[src/rtl/sem_pkg.sv]
package sem_pkg;

    localparam int MAX_WIDTH_DEF = 2048;

    localparam int CFG_WIDTH_W  = 12;
    localparam int CFG_HEIGHT_W = 16;
    localparam logic [CFG_WIDTH_W-1:0]  WIDTH_RST  = 12'd640;
    localparam logic [CFG_HEIGHT_W-1:0] HEIGHT_RST = 16'd480;

    localparam logic [20:0] SUM_SAT = 21'd65025;
    localparam logic [7:0]  MAG_MAX = 8'd255;

    typedef enum logic {
        REG_WIDTH  = 1'b0,
        REG_HEIGHT = 1'b1
    } t_reg_idx;

    typedef struct packed {
        logic [7:0] chan0;
        logic [7:0] chan1;
        logic [7:0] chan2;
        logic       pad;
    } t_in;

    typedef struct packed {
        logic       out_valid;
        logic [7:0] res0;
        logic [7:0] res1;
        logic [7:0] res2;
        logic       frame_end;
    } t_out;

    typedef struct packed {
        logic       capture;
        logic       shift;
        logic       grad;
        logic       square;
        logic       root;
        logic [2:0] step;
        logic       load;
        logic       valid;
        logic       interior;
        logic       last;
    } t_cmd;

    typedef struct packed {
        logic blocked;
    } t_sts;

endpackage

[src/rtl/sem_cfg.sv]
module sem_cfg
    import sem_pkg::*;
(
    input  logic                    i_clk,
    input  logic                    i_rst_n,
    input  logic                    psel,
    input  logic                    penable,
    input  logic                    pwrite,
    input  logic [2:0]              paddr,
    input  logic [31:0]             pwdata,
    output logic [31:0]             prdata,
    output logic                    pready,
    output logic [CFG_WIDTH_W-1:0]  o_width,
    output logic [CFG_HEIGHT_W-1:0] o_height
);

    logic [CFG_WIDTH_W-1:0]  r_width;
    logic [CFG_HEIGHT_W-1:0] r_height;
    t_reg_idx                idx;

    assign idx = t_reg_idx'(paddr[2]);

    always_ff @(posedge i_clk) begin
        if (!i_rst_n) begin
            r_width  <= WIDTH_RST;
            r_height <= HEIGHT_RST;
        end else if (psel && penable && pwrite) begin
            unique case (idx)
                REG_WIDTH:  r_width  <= pwdata[CFG_WIDTH_W-1:0];
                REG_HEIGHT: r_height <= pwdata[CFG_HEIGHT_W-1:0];
                default: ;
            endcase
        end
    end

    always_comb begin
        unique case (idx)
            REG_WIDTH:  prdata = {{(32-CFG_WIDTH_W){1'b0}}, r_width};
            REG_HEIGHT: prdata = {{(32-CFG_HEIGHT_W){1'b0}}, r_height};
            default:    prdata = '0;
        endcase
    end

    assign pready   = 1'b1;
    assign o_width  = r_width;
    assign o_height = r_height;

endmodule

[config.mk]
export PLATFORM = sky130hd
export DESIGN_NAME = sem_cfg
export DESIGN_NICKNAME = d
export VERILOG_FILES = /design/src/rtl/sem_pkg.sv /design/src/rtl/sem_cfg.sv
export SDC_FILE = /design/constraint.sdc
export NUM_CORES = 1
export LEC_CHECK = 0
export CAP_MARGIN = 15
export CORE_MARGIN = 4
export CORE_UTILIZATION = 60
export CTS_BUF_LIST = sky130_fd_sc_hd__clkbuf_4
export CTS_CLUSTER_SIZE = 24
export DETAILED_ROUTE_END_ITERATION = 8
export DONT_BUFFER_PORTS = 1
export PLACE_DENSITY = 0.76
export SYNTH_ARGS = -nofsm -noshare
export SYNTH_HDL_FRONTEND = slang
export SYNTH_SLANG_ARGS = --single-unit
[constraint.sdc]
create_clock -name i_clk -period 2.25 [get_ports i_clk]
set_clock_uncertainty 0.2 [all_clocks]
set_input_delay 0.1125 -clock i_clk [delete_from_list [all_inputs] [get_ports i_clk]]
set_output_delay 0.1125 -clock i_clk [all_outputs]
set_load 0.02 [all_outputs]
==> out/metrics.cfg <==
[hold_path]
hp-class=input port to flop
hold_path_depth=2

[logic_synthesis]
ys_seq_area_share_pct=39.13
synth_edf_count=0
synth_top_family_by_area=multiplexers
synth_compound_area_share_pct=0
netlist_instances=152
ys_types=14
yosysMostFrequentCell=nand2_1
synth_common_cells=nand2_1 (37), dfxtp_1 (28), mux2i_1 (28), buf_4 (19), mux2_2 (12)
synth_largest_area_cell=dfxtp_1
syn_area_um2=1433
yosys.area_share.adder_pct=0
postSynthAreaPerCell_um2=9.425
synth_mux_area_share_pct=29.00
async_flop_share_pct=0
synth_top_area_share_pct=39.13
yosysWarnings=0
synth-xor-area-share_pct=0
synthTopCellsByArea=dfxtp_1 (39%), mux2i_1 (20%), buf_4 (10%)
synth_ff_type=dfxtp_1
synth-simple-area-share_pct=17.99
synth_seq_cells=28

[timing]
finalSetupViolations=0
slew-limit-headroom_pct=46.96
holdWs_ps=158.3
worst_slack_ps=139.0
setup_tns_ps=0
tightest_slew_ps=795.0
rsz0062_at_grt=false
drv_slew=0
min_period_ps=2111
fmax_ghz=0.4737
timing.final.hold_violations=0
fin_crit_sh_pct=93.82

[setup_path]
worst_setup_path_end_kind=flop
crit_required_ps=2330
ff2ff_setup_slack_ps=140
crit_type=flop to flop
cp-endpoint=o_width[11]
reg2regPathDepth=4
r2r-end=o_width[11]
arrival_ps=2190
crit_path_start_kind=flop
crit_fanout=3
cp-startpoint=o_width[11]
r2r-start=o_width[11]

[layout]
finalNonFillerCells=218
diodes=0
final_util_pct=82.97
nets=232
drive_above_1_share_pct=8.947
final_cell_area_um2=1853
syn_to_final_growth_pct=29.35

[clock_tree]
cts_sinks=28
clockRootBuffer=clkbuf_4
cts_buffers=3
clk_pin_slew_ps=140
clock_path_buffers=2
cts_tree=yes
cts_max_level=1
clk-insertion-delay-late_ps=320

[place]
portBuffers=0
gp_congestion=0.6730
hpwlAfterDp_um=2073
pre_cts_ws_ps=812.7
dp.cells=168
placed_area_um2=1333

[global_routing]
track_usage_pct=23.72
antenna_found_initial=0
overflow=0
grt_pass1_wl_um=5913
grt_max_degree=45
grt_pass1_vias=1198

[routing]
vias_per_cell=5.376
drt-wirelength-per-cell_um=17.71
dr_wl_met3_um=272
drt_wl_total_um=3861
first_pass_iters=4
highest_layer=met4
wl_met2_um=2035
num_vias=1172
ant_nets=0
first_iter_violations=50
drc_errors=0
met1Wirelength_um=1467

[die]
die-width_um=56.87
coreArea_um2=2233
start_util_pct=64.15
dieHeight_um=56.87
pin_count=101
num_rows=17
dieArea_um2=3234

[power]
peakVddDrop_mv=0.3784
p_leak_nw=0.7707
pwr_density_cell_nw_per_um2=484.4
power.total_mw=0.8976

[outcome]
status=finished clean

[flow_run]
drv_cap=0

cell families after synthesis:
family	Yosys count
AND/OR/NAND/NOR	55
other	2
flip-flops	28
multiplexers	40
buffers and inverters	27
power breakdown:
group,internal (mW),switching [mW],total [mW]
Sequential,0.507,0.0235,0.531
Clock,0.0629,0.143,0.206
Combinational,0.0771,0.0835,0.161
Total,0.647,0.251,0.898
worst min-delay path by stage:
stage | start | endpoint | slack, ps
after floorplan | pwdata[15] | o_height[15] | 50
after global routing | paddr[2] | o_height[7] | 170
after detailed placement | pwdata[6] | o_width[6] | 70
after global placement | pwdata[9] | o_height[9] | 60
after CTS | paddr[2] | o_height[8] | 170
final | paddr[2] | o_height[8] | 160
critical path, cell delays in order (launching register included):
cell	delay, ps
dfxtp_1	500
nand2_1	100
dlygate4sd3_1	580
mux2i_1	130
dlygate4sd3_1	560
state kept, by name, summed over array words and instances, names as in the netlist:
signal and count:
o_height 16, o_width 12
layout make-up:
class / instances / area [um2]
flip-flops and latches: 28 / 560.5
fillers: 140 / 380.4
repair buffers: 47 / 498.0
well taps: 28 / 35.03
clock buffers: 3 / 22.52
multi-input cells: 112 / 737.0
per-layer routing:
layer | vias up | global-route usage (%)
met3 | 9 | 4.368
met4 | 0 | 9.272
met2 | 64 | 44.06
met1 | 555 | 26.23
li1 | 544 | -
met5 | - | 0
timing repair:
| action | 4_1_cts | 5_1_grt |
|---|---|---|
| endpoints found under the hold margin | 28 | 0 |
| endpoints found under the setup margin | 0 | 5 |
| gates resized for setup | 0 | 1 |
| buffers inserted | 0 | 0 |
| hold buffers | 46 | 0 |
layout by cell type, fill, tap and decap left out:
cell and instances:
and2_1 4, and4_1 1, and4b_1 1, buf_12 1
clkbuf_16 1, clkbuf_4 3, conb_1 17, dfxtp_1 28
dlygate4sd3_1 44, dlymetal6s4s_1 1, mux2_2 12, mux2i_1 28
nand2_1 37, nand4_1 1, nor2b_1 11
Note: power is estimated with default switching activity, not from simulation.
