**config.mk**
```make
export PLATFORM = sky130hd
export DESIGN_NAME = sem_ctrl
export DESIGN_NICKNAME = d
export VERILOG_FILES = /design/src/rtl/sem_pkg.sv /design/src/rtl/sem_ctrl.sv
export SDC_FILE = /design/constraint.sdc
export NUM_CORES = 1
export LEC_CHECK = 0
export ABC_CLOCK_PERIOD_IN_PS = 5300
export BUFFER_PORTS_ARGS = -buffer_cell sky130_fd_sc_hd__clkbuf_2
export CAP_MARGIN = 30
export CORE_ASPECT_RATIO = 0.7
export CORE_UTILIZATION = 64
export CTS_BUF_LIST = sky130_fd_sc_hd__clkbuf_16
export CTS_CLUSTER_DIAMETER = 40
export DETAILED_ROUTE_END_ITERATION = 16
export GPL_TIMING_DRIVEN = 0
export PLACE_DENSITY = 0.87
export SETUP_SLACK_MARGIN = 0.2
export SLEW_MARGIN = 40
export SYNTH_ARGS = -nofsm -noshare
export SYNTH_HDL_FRONTEND = slang
export SYNTH_SLANG_ARGS = --single-unit
```
**constraint.sdc**
```tcl
create_clock -name i_clk -period 5.3 [get_ports i_clk]
set_input_delay 1.06 -clock i_clk [delete_from_list [all_inputs] [get_ports i_clk]]
set_output_delay 1.06 -clock i_clk [all_outputs]
set_load 0.01 [all_outputs]
```
**src/rtl/sem_pkg.sv**
```systemverilog
package sem_pkg;

    localparam int MAX_WIDTH_DEF = 2048;

    localparam int CFG_WIDTH_W  = 12;
    localparam int CFG_HEIGHT_W = 16;
    localparam logic [CFG_WIDTH_W-1:0]  WIDTH_RST  = 12'd640;
    localparam logic [CFG_HEIGHT_W-1:0] HEIGHT_RST = 16'd480;

    localparam logic [20:0] SUM_SAT = 21'd65025;
    localparam logic [7:0]  MAG_MAX = 8'd255;

    typedef enum logic {
        REG_WIDTH  = 1'b0,
        REG_HEIGHT = 1'b1
    } t_reg_idx;

    typedef struct packed {
        logic [7:0] chan0;
        logic [7:0] chan1;
        logic [7:0] chan2;
        logic       pad;
    } t_in;

    typedef struct packed {
        logic       out_valid;
        logic [7:0] res0;
        logic [7:0] res1;
        logic [7:0] res2;
        logic       frame_end;
    } t_out;

    typedef struct packed {
        logic       capture;
        logic       shift;
        logic       grad;
        logic       square;
        logic       root;
        logic [2:0] step;
        logic       load;
        logic       valid;
        logic       interior;
        logic       last;
    } t_cmd;

    typedef struct packed {
        logic blocked;
    } t_sts;

endpackage

```
**src/rtl/sem_ctrl.sv**
```systemverilog
module sem_ctrl
    import sem_pkg::*;
#(
    parameter int MAX_WIDTH = MAX_WIDTH_DEF
) (
    input  logic                         i_clk,
    input  logic                         i_rst_n,
    input  logic                         i_in_valid,
    output logic                         o_in_stall,
    input  logic [CFG_WIDTH_W-1:0]       i_width,
    input  logic [CFG_HEIGHT_W-1:0]      i_height,
    input  t_sts                         i_sts,
    output t_cmd                         o_cmd,
    output logic [$clog2(MAX_WIDTH)-1:0] o_addr
);

    localparam int CW = $clog2(MAX_WIDTH);
    localparam int WW = $clog2(MAX_WIDTH + 1);
    localparam int XW = (WW > CFG_WIDTH_W) ? WW + 1 : CFG_WIDTH_W + 1;

    typedef enum logic [2:0] {
        S_IDLE,
        S_READ,
        S_GRAD,
        S_SQR,
        S_ROOT,
        S_DONE
    } t_state;

    t_state          r_state;
    logic [2:0]      r_step;
    logic [CW-1:0]   r_in_col;
    logic [15:0]     r_in_row;
    logic [CW-1:0]   r_out_col;
    logic [15:0]     r_out_row;
    logic            r_valid;
    logic            r_interior;
    logic            r_last;

    logic [XW-1:0]   w_ext;
    logic [XW-1:0]   w;
    logic [16:0]     h;
    logic [XW-1:0]   in_col_inc;
    logic [XW-1:0]   out_col_inc;
    logic [16:0]     out_row_inc;
    logic            n_valid;
    logic            n_interior;
    logic            n_last;

    // effective frame size, clamped into the legal range
    always_comb begin
        w_ext = XW'(i_width);
        if (w_ext == '0)
            w = XW'(1);
        else if (w_ext > XW'(MAX_WIDTH))
            w = XW'(MAX_WIDTH);
        else
            w = w_ext;
        h = (i_height == '0) ? 17'd1 : {1'b0, i_height};
    end

    always_comb begin
        in_col_inc  = XW'(r_in_col) + XW'(1);
        out_col_inc = XW'(r_out_col) + XW'(1);
        out_row_inc = {1'b0, r_out_row} + 17'd1;
        n_valid     = (r_in_row >= 16'd2) || (r_in_row == 16'd1 && r_in_col != '0);
        n_interior  = (r_out_row != '0) && (out_row_inc < h) &&
                      (r_out_col != '0) && (out_col_inc < w) && (r_in_col != '0);
        n_last      = (out_row_inc >= h) && (out_col_inc >= w);
    end

    always_ff @(posedge i_clk) begin
        if (!i_rst_n) begin
            r_state    <= S_IDLE;
            r_step     <= '0;
            r_in_col   <= '0;
            r_in_row   <= '0;
            r_out_col  <= '0;
            r_out_row  <= '0;
            r_valid    <= 1'b0;
            r_interior <= 1'b0;
            r_last     <= 1'b0;
        end else begin
            unique case (r_state)
                S_IDLE: begin
                    if (i_in_valid)
                        r_state <= S_READ;
                end
                S_READ: begin
                    r_valid    <= n_valid;
                    r_interior <= n_interior;
                    r_last     <= n_last;
                    if (n_valid && n_last) begin
                        r_in_col  <= '0;
                        r_in_row  <= '0;
                        r_out_col <= '0;
                        r_out_row <= '0;
                    end else begin
                        if (in_col_inc >= w) begin
                            r_in_col <= '0;
                            if (r_in_row != 16'hFFFF)
                                r_in_row <= r_in_row + 16'd1;
                        end else begin
                            r_in_col <= in_col_inc[CW-1:0];
                        end
                        if (n_valid) begin
                            if (out_col_inc >= w) begin
                                r_out_col <= '0;
                                r_out_row <= out_row_inc[15:0];
                            end else begin
                                r_out_col <= out_col_inc[CW-1:0];
                            end
                        end
                    end
                    r_state <= S_GRAD;
                end
                S_GRAD: r_state <= S_SQR;
                S_SQR: begin
                    r_step  <= '0;
                    r_state <= S_ROOT;
                end
                S_ROOT: begin
                    r_step <= r_step + 3'd1;
                    if (r_step == 3'd7)
                        r_state <= S_DONE;
                end
                S_DONE: begin
                    if (!i_sts.blocked)
                        r_state <= S_IDLE;
                end
                default: r_state <= S_IDLE;
            endcase
        end
    end

    always_comb begin
        o_cmd          = '0;
        o_cmd.step     = r_step;
        o_cmd.valid    = r_valid;
        o_cmd.interior = r_interior;
        o_cmd.last     = r_last;
        unique case (r_state)
            S_IDLE:  o_cmd.capture = i_in_valid;
            S_READ:  o_cmd.shift   = 1'b1;
            S_GRAD:  o_cmd.grad    = 1'b1;
            S_SQR:   o_cmd.square  = 1'b1;
            S_ROOT:  o_cmd.root    = 1'b1;
            S_DONE:  o_cmd.load    = !i_sts.blocked;
            default: ;
        endcase
    end

    assign o_in_stall = (r_state != S_IDLE);
    assign o_addr     = r_in_col;

endmodule

```
==> results.md, run 1 <==
* Final period util at 0.7751
* CORE AREA at a little under 7000 µm²
* Setup crit end kind: flip-flop
* Reg2reg start: r_out_row[2]
* Tot Pwr at around 0.0012 W
* Die Span Y at 72.47 µm
* Vias per inst at 6.145
* Number of CTS-inserted buffers at 9
* Avg Cell Area, Syn at roughly 8 µm²
* Post-synthesis net count at around 640
* Starting Density at 0.6659
* Reg-to-Reg End: o_addr[2]
* Count of different cell masters after synthesis at 66
* Arrival time worst endpoint at around 4400 ps
* Root Driver: clkbuf_16
* Pin count of the biggest net entering global routing at 13
* CP startpoint kind: flip-flop
* Worst-path cell chain: buf_2 > and4_1 > and2_1 > nand3_1 > nor2_1 > and3_1 > xor2_1 > ha_1 > nor2b_1 > a311oi_1 > nand4_1 > o21ai_2 > o21ai_4 > or3_4 > o2bb2ai_1
* Nets at 702
* Syn. warnings at 0
* Synth area leaders: dfxtp_1 (28%), ha_1 (14%), nand2_1 (4.5%)
* Main flop type after synthesis: dfxtp_1
* Initial antenna violation count at 0
* Gr usage total at 0.3235
* Reg2Reg Depth at 15
* Number of port buffers at 55
* Detailed Route WL at roughly 11 mm
* Share of layout cells above drive strength 1 at 0.1635
* CTS H-tree depth at 3
* Full die area at 7441 µm²
* DRT iter0 DRCs at between 200 and 300
* CP max stage cell: or3_4
* Post-Layout Cell Count at a little over 700
* F_max at ~240 MHz
* Most common cell in the netlist: dfxtp_1
* Mapped cell area at 4541 µm²
* Worst Hold Endpoint: r_interior
* Final min period at ~4100 ps
* Max-slew violations at 0
* Pre-antenna DRT Iters at 5
* Worst vdd ir at about 0.16 mV
* Area grow syn2layout at 15.21%
* FF-to-FF setup slack at 1190 ps
* DRT antenna net count at 0
* Max-cap violation count at 0
* Worst slew pin tran at 521.7 ps
* Most frequent cells after synthesis: dfxtp_1 (63), nand2_1 (54), ha_1 (51), nor2_1 (38), inv_1 (34)
* Fin Clk Skew at roughly 8 ps
* Cells after Synth at between 500 and 600
* DRC viols at 0
* Top Ports at 56
* Die Wd at between 100 and 150 µm
* Slowest Stage Delay on Critical Path at about 440 ps
* Critical path class: flip-flop to flip-flop
* Cell area after layout at 5231 µm²
* Vias in the first global route at roughly 4000
* GR Overflow Total at 0
* First-pass GRT wire length at between 15 and 20 mm
* Depth of the worst hold-timing path at 2
* Post-DP Area at just under 5000 µm²
* Min-Delay Path Class: flip-flop to flip-flop
* CTS tree: done
* WL/cell at about 16 µm
* Routed vias at around 4400
* Post-synth top area cell: dfxtp_1
* Leakage at 2.430 nW
* Run status: complete, no violations
* Critical Path RT at between 5000 and 6000 ps
* Clk buf depth at 2
* Yosys top cell area share at 0.2778
* Post-CTS setup buffers at 0
* Placed Instances at roughly 700
* Pwr Density at between 200 and 250 nW/µm²
* Crit path max fanout at 10
* Rows at 25
* RSZ-0062 raised after global routing: no
* Post-synth ARST share at 0
* Setup violators final at 0
* Sequential area share after synthesis at 0.2778
* Clk_lat worst skew at roughly 330 ps
* HP Start: r_interior
* CTS Sinks at 63
* Post-synth EDFFs at 0
* Final Hold Viols at 0
* Cts repair resizes at 0
* Post-route setup TNS at 0 ps
* Global placement routability congestion at 0.8072
* ANT cells at 0
* Worst slew margin at 0.6506
* Hold_buf cts at 0
* Register bit total from synthesis at between 60 and 70
* HPWL Detailed at around 8.8 mm
* Clk pin slew, worst setup/hold paths at roughly 60 ps
==> per-layer routing <==
metal,global-route usage,vias up,part of all wire
li1,-,2131,-
met1,0.4421,2042,0.45
met2,0.4896,204,0.44
met3,0.08671,35,0.082
met4,0.1159,0,0.027
met5,0,-,0
==> final cells by class <==
cell class	instances	area [µm²]
flip-flops and latches	63	1261
fillers	506	1588
multi-input cells	436	3029
inverters	35	131.4
well taps	94	117.6
clock buffers	9	225.2
plain buffers	19	118.9
repair buffers	55	275.3
clock inverters	7	72.57
==> cells by family after synthesis <==
| kind of cell | share of synthesized area |
|---|---|
| AO/OA/AOI/OAI | 0.1824 |
| XOR/XNOR | 0.07330 |
| flip-flops | 0.2778 |
| buffers and inverters | 0.05511 |
| AND/OR/NAND/NOR | 0.2709 |
| adder cells (fa/ha/maj) | 0.1405 |
==> stage by stage <==
step / setup WS, ps / util / hold slack (ps)
finish: 1192 / 0.7672 / 479.8
global route: 970.8 / 0.7672 / 525.2
CTS: 1281 / 0.7672 / 485.7
detailed placement: 1172 / 0.7235 / 474.9
global placement: 1352 / 0.7235 / 470.7
floorplan: 1875 / - / 441.4
==> power breakdown <==
part	switching (W)	internal (W)	total, W	leakage, nW
clock network	0.000224	0.000364	0.000589	0.143
logic	0.0000919	0.0000584	0.000150	1.78
registers	0.00000975	0.000481	0.000490	0.508
==> state kept, by name, summed over array words and instances, names as in the netlist <==
register and cells:
r_in_row 16, r_state 3, r_step 3, r_out_col 11
r_valid 1, r_out_row 16, r_interior 1, r_last 1
o_addr 11
==> critical path, delay by kind of cell, from the launching register on <==
kind	cells	cell delay, ps
compound gates	4	970
xor+xnor	1	290
fa+ha+maj	1	360
buf+inv	1	180
flops	1	300
simple gates	8	1920
==> cells in the final DEF (no fill, tap or decap), drive strengths merged, types with 3 or more instances in the layout <==
cell and instances:
a211oi 3, a21boi 3, a21o 4, a21oi 17
a22o 6, a22oi 5, a31oi 4, a32o 6
and2 9, and3 20, and4 4, buf 11
clkbuf 72, clkinv 5, dfxtp 63, ha 51
inv 35, nand2 55, nand2b 7, nand3 33
nand4 11, nor2 38, nor2b 14, nor3 8
nor4 15, o211ai 10, o21a 4, o21ai 23
o31ai 16, or2 9, or3 3, xnor2 15
xor2 23
==> worst max path at each step <==
stage / cells past startpoint / startpoint / slack, ps / end
detailed placement: 13 / i_width[11] / 1170 / o_addr[4]
floorplan: 12 / i_width[11] / 1880 / o_addr[3]
finish: 15 / r_out_row[2] / 1190 / o_addr[2]
CTS: 15 / r_out_row[2] / 1280 / o_addr[2]
global route: 15 / r_out_row[2] / 970 / o_addr[6]
global placement: 13 / i_width[11] / 1350 / o_addr[7]
Note: power is estimated with default switching activity, not from simulation.
==> inputs of run 2 (changes only) <==
--- a/config.mk
+++ b/config.mk
@@ -5,16 +5,16 @@
 export SDC_FILE = /design/constraint.sdc
 export NUM_CORES = 1
 export LEC_CHECK = 0
-export ABC_CLOCK_PERIOD_IN_PS = 5300
+export ABC_CLOCK_PERIOD_IN_PS = 3500
 export BUFFER_PORTS_ARGS = -buffer_cell sky130_fd_sc_hd__clkbuf_2
 export CAP_MARGIN = 30
 export CORE_ASPECT_RATIO = 0.7
-export CORE_UTILIZATION = 64
+export CORE_UTILIZATION = 53
 export CTS_BUF_LIST = sky130_fd_sc_hd__clkbuf_16
 export CTS_CLUSTER_DIAMETER = 40
 export DETAILED_ROUTE_END_ITERATION = 16
 export GPL_TIMING_DRIVEN = 0
-export PLACE_DENSITY = 0.87
+export PLACE_DENSITY = 0.77
 export SETUP_SLACK_MARGIN = 0.2
 export SLEW_MARGIN = 40
 export SYNTH_ARGS = -nofsm -noshare
==> constraint.sdc (replaced) <==
create_clock -name i_clk -period 3.5 [get_ports i_clk]
set_input_delay 0.7 -clock i_clk [delete_from_list [all_inputs] [get_ports i_clk]]
set_output_delay 0.7 -clock i_clk [all_outputs]
set_load 0.01 [all_outputs]
==> run 2 against run 1 <==
  * Sequential cell count did not move
  * Core utilization fell by 0.95 points
  * Maximum frequency rose by 18%
  * Setup slack got worse by 1200 ps
  * Power rose by 53%
  * Largest power group unchanged
==> results.md, run 2 (same netlist as run 1, synthesis figures left out) <==
* CTS Sinks at 63
* Die Span Y at slightly below 80 µm
* Area grow syn2layout at 34.72%
* Worst slew margin at 0.6262
* Vias in the first global route at around 4300
* CP max stage cell: dfxtp_2
* Pin count of the biggest net entering global routing at 12
* Full die area at roughly 8900 µm²
* Post-DP Area at 4942 µm²
* HP Start: r_interior
* Placed Instances at 709
* WL/cell at between 15 and 20 µm
* Pre-CTS WS at -376.8 ps
* Final Hold Viols at 0
* RSZ-0062 raised after global routing: yes
* Util after Layout at 0.7576
* Final period util at 0.9914
* Rows at 27
* Pwr Density at slightly above 300 nW/µm²
* Reg2reg start: r_out_row[2]
* DRC viols at 0
* First-pass GRT wire length at about 21 mm
* Number of CTS-inserted buffers at 9
* Initial antenna violation count at 0
* Routed vias at 4707
* Gr usage total at 0.2983
* Top Registers: r_in_row (16), r_out_row (16)
* Min-Delay Path Class: flip-flop to flip-flop
* Post-route setup TNS at 0 ps
* Leakage at approximately 2.7 nW
* Crit path max fanout at 8
* Detailed Route WL at around 14 mm
* Die Wd at 112.6 µm
* Clk buf depth at 2
* CTS H-tree depth at 3
* Max-slew violations at 0
* Critical Path RT at about 3800 ps
* DRT iter0 DRCs at 351
* Max-cap violation count at 0
* Pre-antenna DRT Iters at 5
* ANT cells at 0
* Nets at 739
* Commonest non-fill, non-tap cell in the layout: clkbuf_2
* Worst setup path start: r_out_row[2]
* Final min period at around 3500 ps
* Worst-path cell chain: buf_6 > and4_4 > and2_4 > nand3_4 > and2_4 > or2_4 > ha_4 > a21oi_2 > a21oi_2 > a311oi_4 > nand4_1 > o21ai_2 > o21ai_4 > buf_6 > or2_4 > o31ai_1
* Global placement routability congestion at between 0.8 and 0.9
* Number of port buffers at 55
* Critical path class: flip-flop to flip-flop
* Cell area after layout at ~6100 µm²
* HPWL Detailed at ~8.5 mm
* Root Driver: clkbuf_16
* Worst vdd ir at between 0.3 and 0.4 mV
* Starting Density at 0.5624
* Clk_lat worst skew at between 300 and 400 ps
* Fin Clk Skew at 4.478 ps
* F_max at approximately 290 MHz
* Share of layout cells above drive strength 1 at 0.3409
* GR Overflow Total at 0
* Commonest non-fill, non-tap cells in the layout: clkbuf_2 (55), nand2_1 (53), dfxtp_1 (53), ha_1 (42)
* CORE AREA at between 8000 and 9000 µm²
* Post-Layout Cell Count at approximately 760
* CP startpoint kind: flip-flop
* Setup crit end kind: flip-flop
* Run status: complete, no violations
* CTS tree: done
* Vias per inst at roughly 6.2
* Clk pin slew, worst setup/hold paths at roughly 50 ps
* Post-route setup slack at approximately 30 ps
* Worst slew pin tran at 560.6 ps
* Top Ports at between 50 and 60
* Setup violators final at 0
* Slowest Stage Delay on Critical Path at around 330 ps
* Arrival time worst endpoint at about 3700 ps
* DRT antenna net count at 0
-- run 2: changes by cell type in the layout (fill, tap and decap cells not counted), moves of 8 or more --
cell     change
buf_4       +32
and3_4      +10
nand3_1      -9
dfxtp_1     -10
ha_4         +8
ha_1         -9
o31ai_2     +10
o31ai_1     -11
and3_1      -11
-- run 2: per-stage QoR --
| stage | total power [W] | hold slack [ps] |
|---|---|---|
| 2_1_floorplan | 0.0008956 | 441.4 |
| 3_3_place_gp | 0.0009677 | 454.6 |
| 3_5_place_dp | 0.0009765 | 464.5 |
| 4_1_cts | 0.001854 | 471.9 |
| 5_1_grt | 0.001944 | 498.9 |
| 6_report | 0.001877 | 466.8 |
-- run 2: repair_timing --
| item | in CTS | in global routing |
|---|---|---|
| pin swaps | 36 | 19 |
| hold buffers | 0 | 0 |
| setup buffers | 23 | 12 |
| endpoints found under the setup margin | 55 | 51 |
| gates resized for setup | 83 | 55 |
| cloned | 0 | 2 |
-- run 2: area by class of cell --
type / count / area, µm²
clock inverter: 6 / 53.80
timing repair buffer: 92 / 575.6
tap: 101 / 126.4
buffer: 19 / 147.6
sequential: 63 / 1284
inverter: 35 / 131.4
fill: 522 / 1957
clock buffer: 9 / 225.2
multi-input combinational: 436 / 3573
-- run 2: worst paths after layout --
path | slack [ps] | to | cells after the start
setup / recovery | 30 | r_in_row[11] | 16
hold / removal | 470 | r_interior | 2
hold reg to reg | 470 | r_interior | 2
setup reg to reg | 30 | r_in_row[11] | 16
-- run 2: per-layer routing --
layer / wire length [µm] / up-vias / global-route usage
li1: - / 2201 / -
met1: 6073 / 2240 / 0.3863
met2: 6491 / 218 / 0.4759
met3: 1147 / 48 / 0.08884
met4: 344 / 0 / 0.09867
met5: 0 / - / 0
-- run 2: where the power goes --
group | internal, W | leakage, nW | switching [W]
combinational | 0.000108 | 2.02 | 0.000158
sequential | 0.000725 | 0.514 | 0.0000142
clock | 0.000537 | 0.138 | 0.000335
total | 0.00137 | 2.67 | 0.000506
-- run 2: worst max-delay path, delay by kind of cell, from the launching register on --
family / cells / cell delay [ps]
simple gates: 7 / 1380
compound gates: 6 / 1190
flops: 1 / 330
buf+inv: 2 / 240
fa+ha+maj: 1 / 230
==> inputs of run 3 (changes only) <==
--- a/config.mk
+++ b/config.mk
@@ -5,18 +5,21 @@
 export SDC_FILE = /design/constraint.sdc
 export NUM_CORES = 1
 export LEC_CHECK = 0
+export ABC_AREA = 1
 export ABC_CLOCK_PERIOD_IN_PS = 3500
 export BUFFER_PORTS_ARGS = -buffer_cell sky130_fd_sc_hd__clkbuf_2
 export CAP_MARGIN = 30
 export CORE_ASPECT_RATIO = 0.7
-export CORE_UTILIZATION = 53
+export CORE_MARGIN = 2
+export CORE_UTILIZATION = 54
 export CTS_BUF_LIST = sky130_fd_sc_hd__clkbuf_16
 export CTS_CLUSTER_DIAMETER = 40
 export DETAILED_ROUTE_END_ITERATION = 16
 export GPL_TIMING_DRIVEN = 0
-export PLACE_DENSITY = 0.77
+export PLACE_DENSITY = 0.78
 export SETUP_SLACK_MARGIN = 0.2
 export SLEW_MARGIN = 40
 export SYNTH_ARGS = -nofsm -noshare
 export SYNTH_HDL_FRONTEND = slang
 export SYNTH_SLANG_ARGS = --single-unit
+export TNS_END_PERCENT = 5
==> run 3 against run 2 <==
  * Cell count up 19%
  * Sequential power up 7.3%
  * Register-to-register slack better by 260 ps
  * Setup slack better by 29 ps
  * Sequential share of layout area down 0.14 points
  * Hold slack better by 16 ps
  * Largest power group unchanged
==> results.md, run 3 <==
* Run status: complete, no violations
* Share of layout cells above drive strength 1 at 0.2239
* Area grow syn2layout at 27.09%
* Crit path max fanout at 6
* Clk pin slew, worst setup/hold paths at about 50 ps
* Reg-to-Reg End: r_in_row[4]
* CP startpoint kind: input port
* Met3 WL at 895 µm
* Yosys top cell area share at 0.2630
* Detail Route met2 WL at ~6.4 mm
* Clk_lat worst skew at 340 ps
* Post-synthesis net count at 779
* Top Registers: r_in_row (16), r_out_row (16)
* Placed Instances at a little under 900
* Vias in the first global route at between 4000 and 5000
* Pre-antenna DRT Iters at 5
* Synth area leaders: dfxtp_1 (26%), ha_1 (13%), nand2_1 (12%)
* Die Wd at 116.6 µm
* Rows at 28
* Number of port buffers at 55
* Max-slew violations at 0
* Initial antenna violation count at 0
* Global placement routability congestion at 0.8933
* Setup crit end kind: flip-flop
* Pre-CTS WS at -308.2 ps
* Worst Hold Endpoint: r_step[1]
* Pwr Density at 376.5 nW/µm²
* Full die area at 9661 µm²
* Number of CTS-inserted buffers at 9
* CTS H-tree depth at 3
* DRT antenna net count at 0
* Sequential area share after synthesis at 0.2630
* ANT cells at 0
* CTS tree: done
* Reg2Reg Depth at 16
* Setup violators final at 0
* RSZ-0062 raised after global routing: yes
* Die Span Y at 82.84 µm
* CORE AREA at 8548 µm²
* Top routing layer in use: met4
* Most common cell in the netlist: nand2_1
* Detailed Route WL at 13.61 mm
* DRT iter0 DRCs at ~380
* Pin count of the biggest net entering global routing at 11
* WHS at around 480 ps
* Gr usage total at 0.2660
* Post-DP Area at around 5200 µm²
* Leakage at 2.915 nW
* Post-route setup slack at about 60 ps
* Commonest non-fill, non-tap cell in the layout: nand2_1
* Post-synth EDFFs at 0
* Root Driver: clkbuf_16
* Syn. warnings at 0
* Max-cap violation count at 0
* GR Overflow Total at 0
* Post-synth ARST share at 0
* Final Hold Viols at 0
* HPWL Detailed at about 9.4 mm
* Commonest non-fill, non-tap cells in the layout: nand2_1 (131), inv_1 (100), dfxtp_1 (60), nor2_1 (53), clkbuf_2 (53)
* Worst slew pin tran at roughly 700 ps
* Clk buf depth at 2
* CTS Sinks at 63
* Routed vias at slightly above 5000
* Fin Clk Skew at 6.276 ps
* DRC viols at 0
* Worst slew margin at 0.5412
* Worst vdd ir at around 0.37 mV
* FF-to-FF setup slack at ~290 ps
* Vias per inst at between 5 and 6
* Register bit total from synthesis at 63
* F_max at about 290 MHz
* Depth of the worst hold-timing path at 2
* Min-Delay Path Class: flip-flop to flip-flop
* Hold_buf cts at 0
* Count of different cell masters after synthesis at 43
* WL/cell at 15.02 µm
* Most frequent cells after synthesis: nand2_1 (148), inv_1 (102), dfxtp_1 (63), a21oi_1 (56), nor2_1 (56)
* Cells after Synth at ~700
* Main flop type after synthesis: dfxtp_1
* HP Start: r_step[1]
* Top Ports at 56
* Reg2reg start: r_out_col[2]
* Arrival time worst endpoint at 3710 ps
* Post-Layout Cell Count at between 900 and 1000
* Avg Cell Area, Syn at 6.889 µm²
* First-pass GRT wire length at 20.53 mm
* Critical path class: input port to flip-flop
* Final period util at 0.9831
* Cell area after layout at between 6000 and 7000 µm²
* Routed length on met1 at between 6 and 7 mm
* Starting Density at 0.5609
* Final min period at roughly 3400 ps
* Nets at between 800 and 900
* Mapped cell area at approximately 4800 µm²
* Post-synth top area cell: dfxtp_1
* Critical Path RT at roughly 3800 ps
-- run 3: per-layer routing --
metal	GRT usage	vias up
met5	0	-
met4	0.05989	0
met3	0.07591	32
met2	0.4165	200
met1	0.3636	2347
li1	-	2477
-- run 3: worst max path at each step --
stage / from / endpoint / slack (ps) / cells past startpoint
after global routing: i_width[7] / r_in_row[2] / -80 / 21
final: i_width[7] / r_in_row[4] / 60 / 21
after global placement: i_width[4] / r_out_row[1] / -130 / 18
after detailed placement: i_width[4] / r_out_row[1] / -310 / 20
after CTS: r_out_row[0] / r_in_row[15] / 210 / 22
after floorplan: i_width[4] / r_out_row[9] / 330 / 17
-- run 3: repair_timing --
action                                  CTS  global route
pin swaps                                 1            29
setup buffers                             1            16
gates cloned                              0             3
endpoints found under the setup margin   42            53
endpoints found under the hold margin     0             0
resized for setup                         4            99
-- run 3: critical path, stage by stage --
cell and delay (ps):
buf_8 100, nor4_4 310, nand3_2 150, nor4_4 340, nor2_4 110, inv_4 120, nand2_4 80, ha_4 220
nand2_2 60, inv_2 30, o21bai_1 200, a21oi_2 90, nor3_2 270, nand3_2 150, buf_6 160, nand3_4 110
nand2_4 80, nand2_8 80, buf_8 150, nand2_4 50, a21oi_2 130
-- run 3: through the flow --
stage	setup TNS, ps	util	power [W]
6_report	0	0.7128	0.002294
3_5_place_dp	-10430	0.6107	0.001299
5_1_grt	-1233	0.7128	0.002391
2_1_floorplan	0	-	0.001129
4_1_cts	0	0.6489	0.002228
3_3_place_gp	-1965	0.6107	0.001279
-- run 3: final cells by class --
class,instances,area (µm²)
fillers,658,2455
clock inverters,6,78.83
well taps,120,150.1
multi-input cells,507,3351
clock buffers,9,225.2
repair inverters,2,15.01
repair buffers,73,455.4
flip-flops and latches,63,1270
plain buffers,20,142.6
inverters,106,405.4
-- run 3: where the power goes --
group | total [W] | internal [W] | switching [W]
combinational | 0.000566 | 0.000192 | 0.000374
sequential | 0.000793 | 0.000751 | 0.0000413
clock | 0.000936 | 0.000611 | 0.000325
-- run 3: logic make-up (layout without fill, tap and decap cells) --
logic type	Yosys count	after routing	synth area share
AND/OR/NAND/NOR	318	318	0.3077
buffers and inverters	126	216	0.1073
AO/OA/AOI/OAI	98	98	0.1159
flip-flops	63	63	0.2630
adder cells (fa/ha/maj)	51	51	0.1331
XOR/XNOR	40	40	0.07307
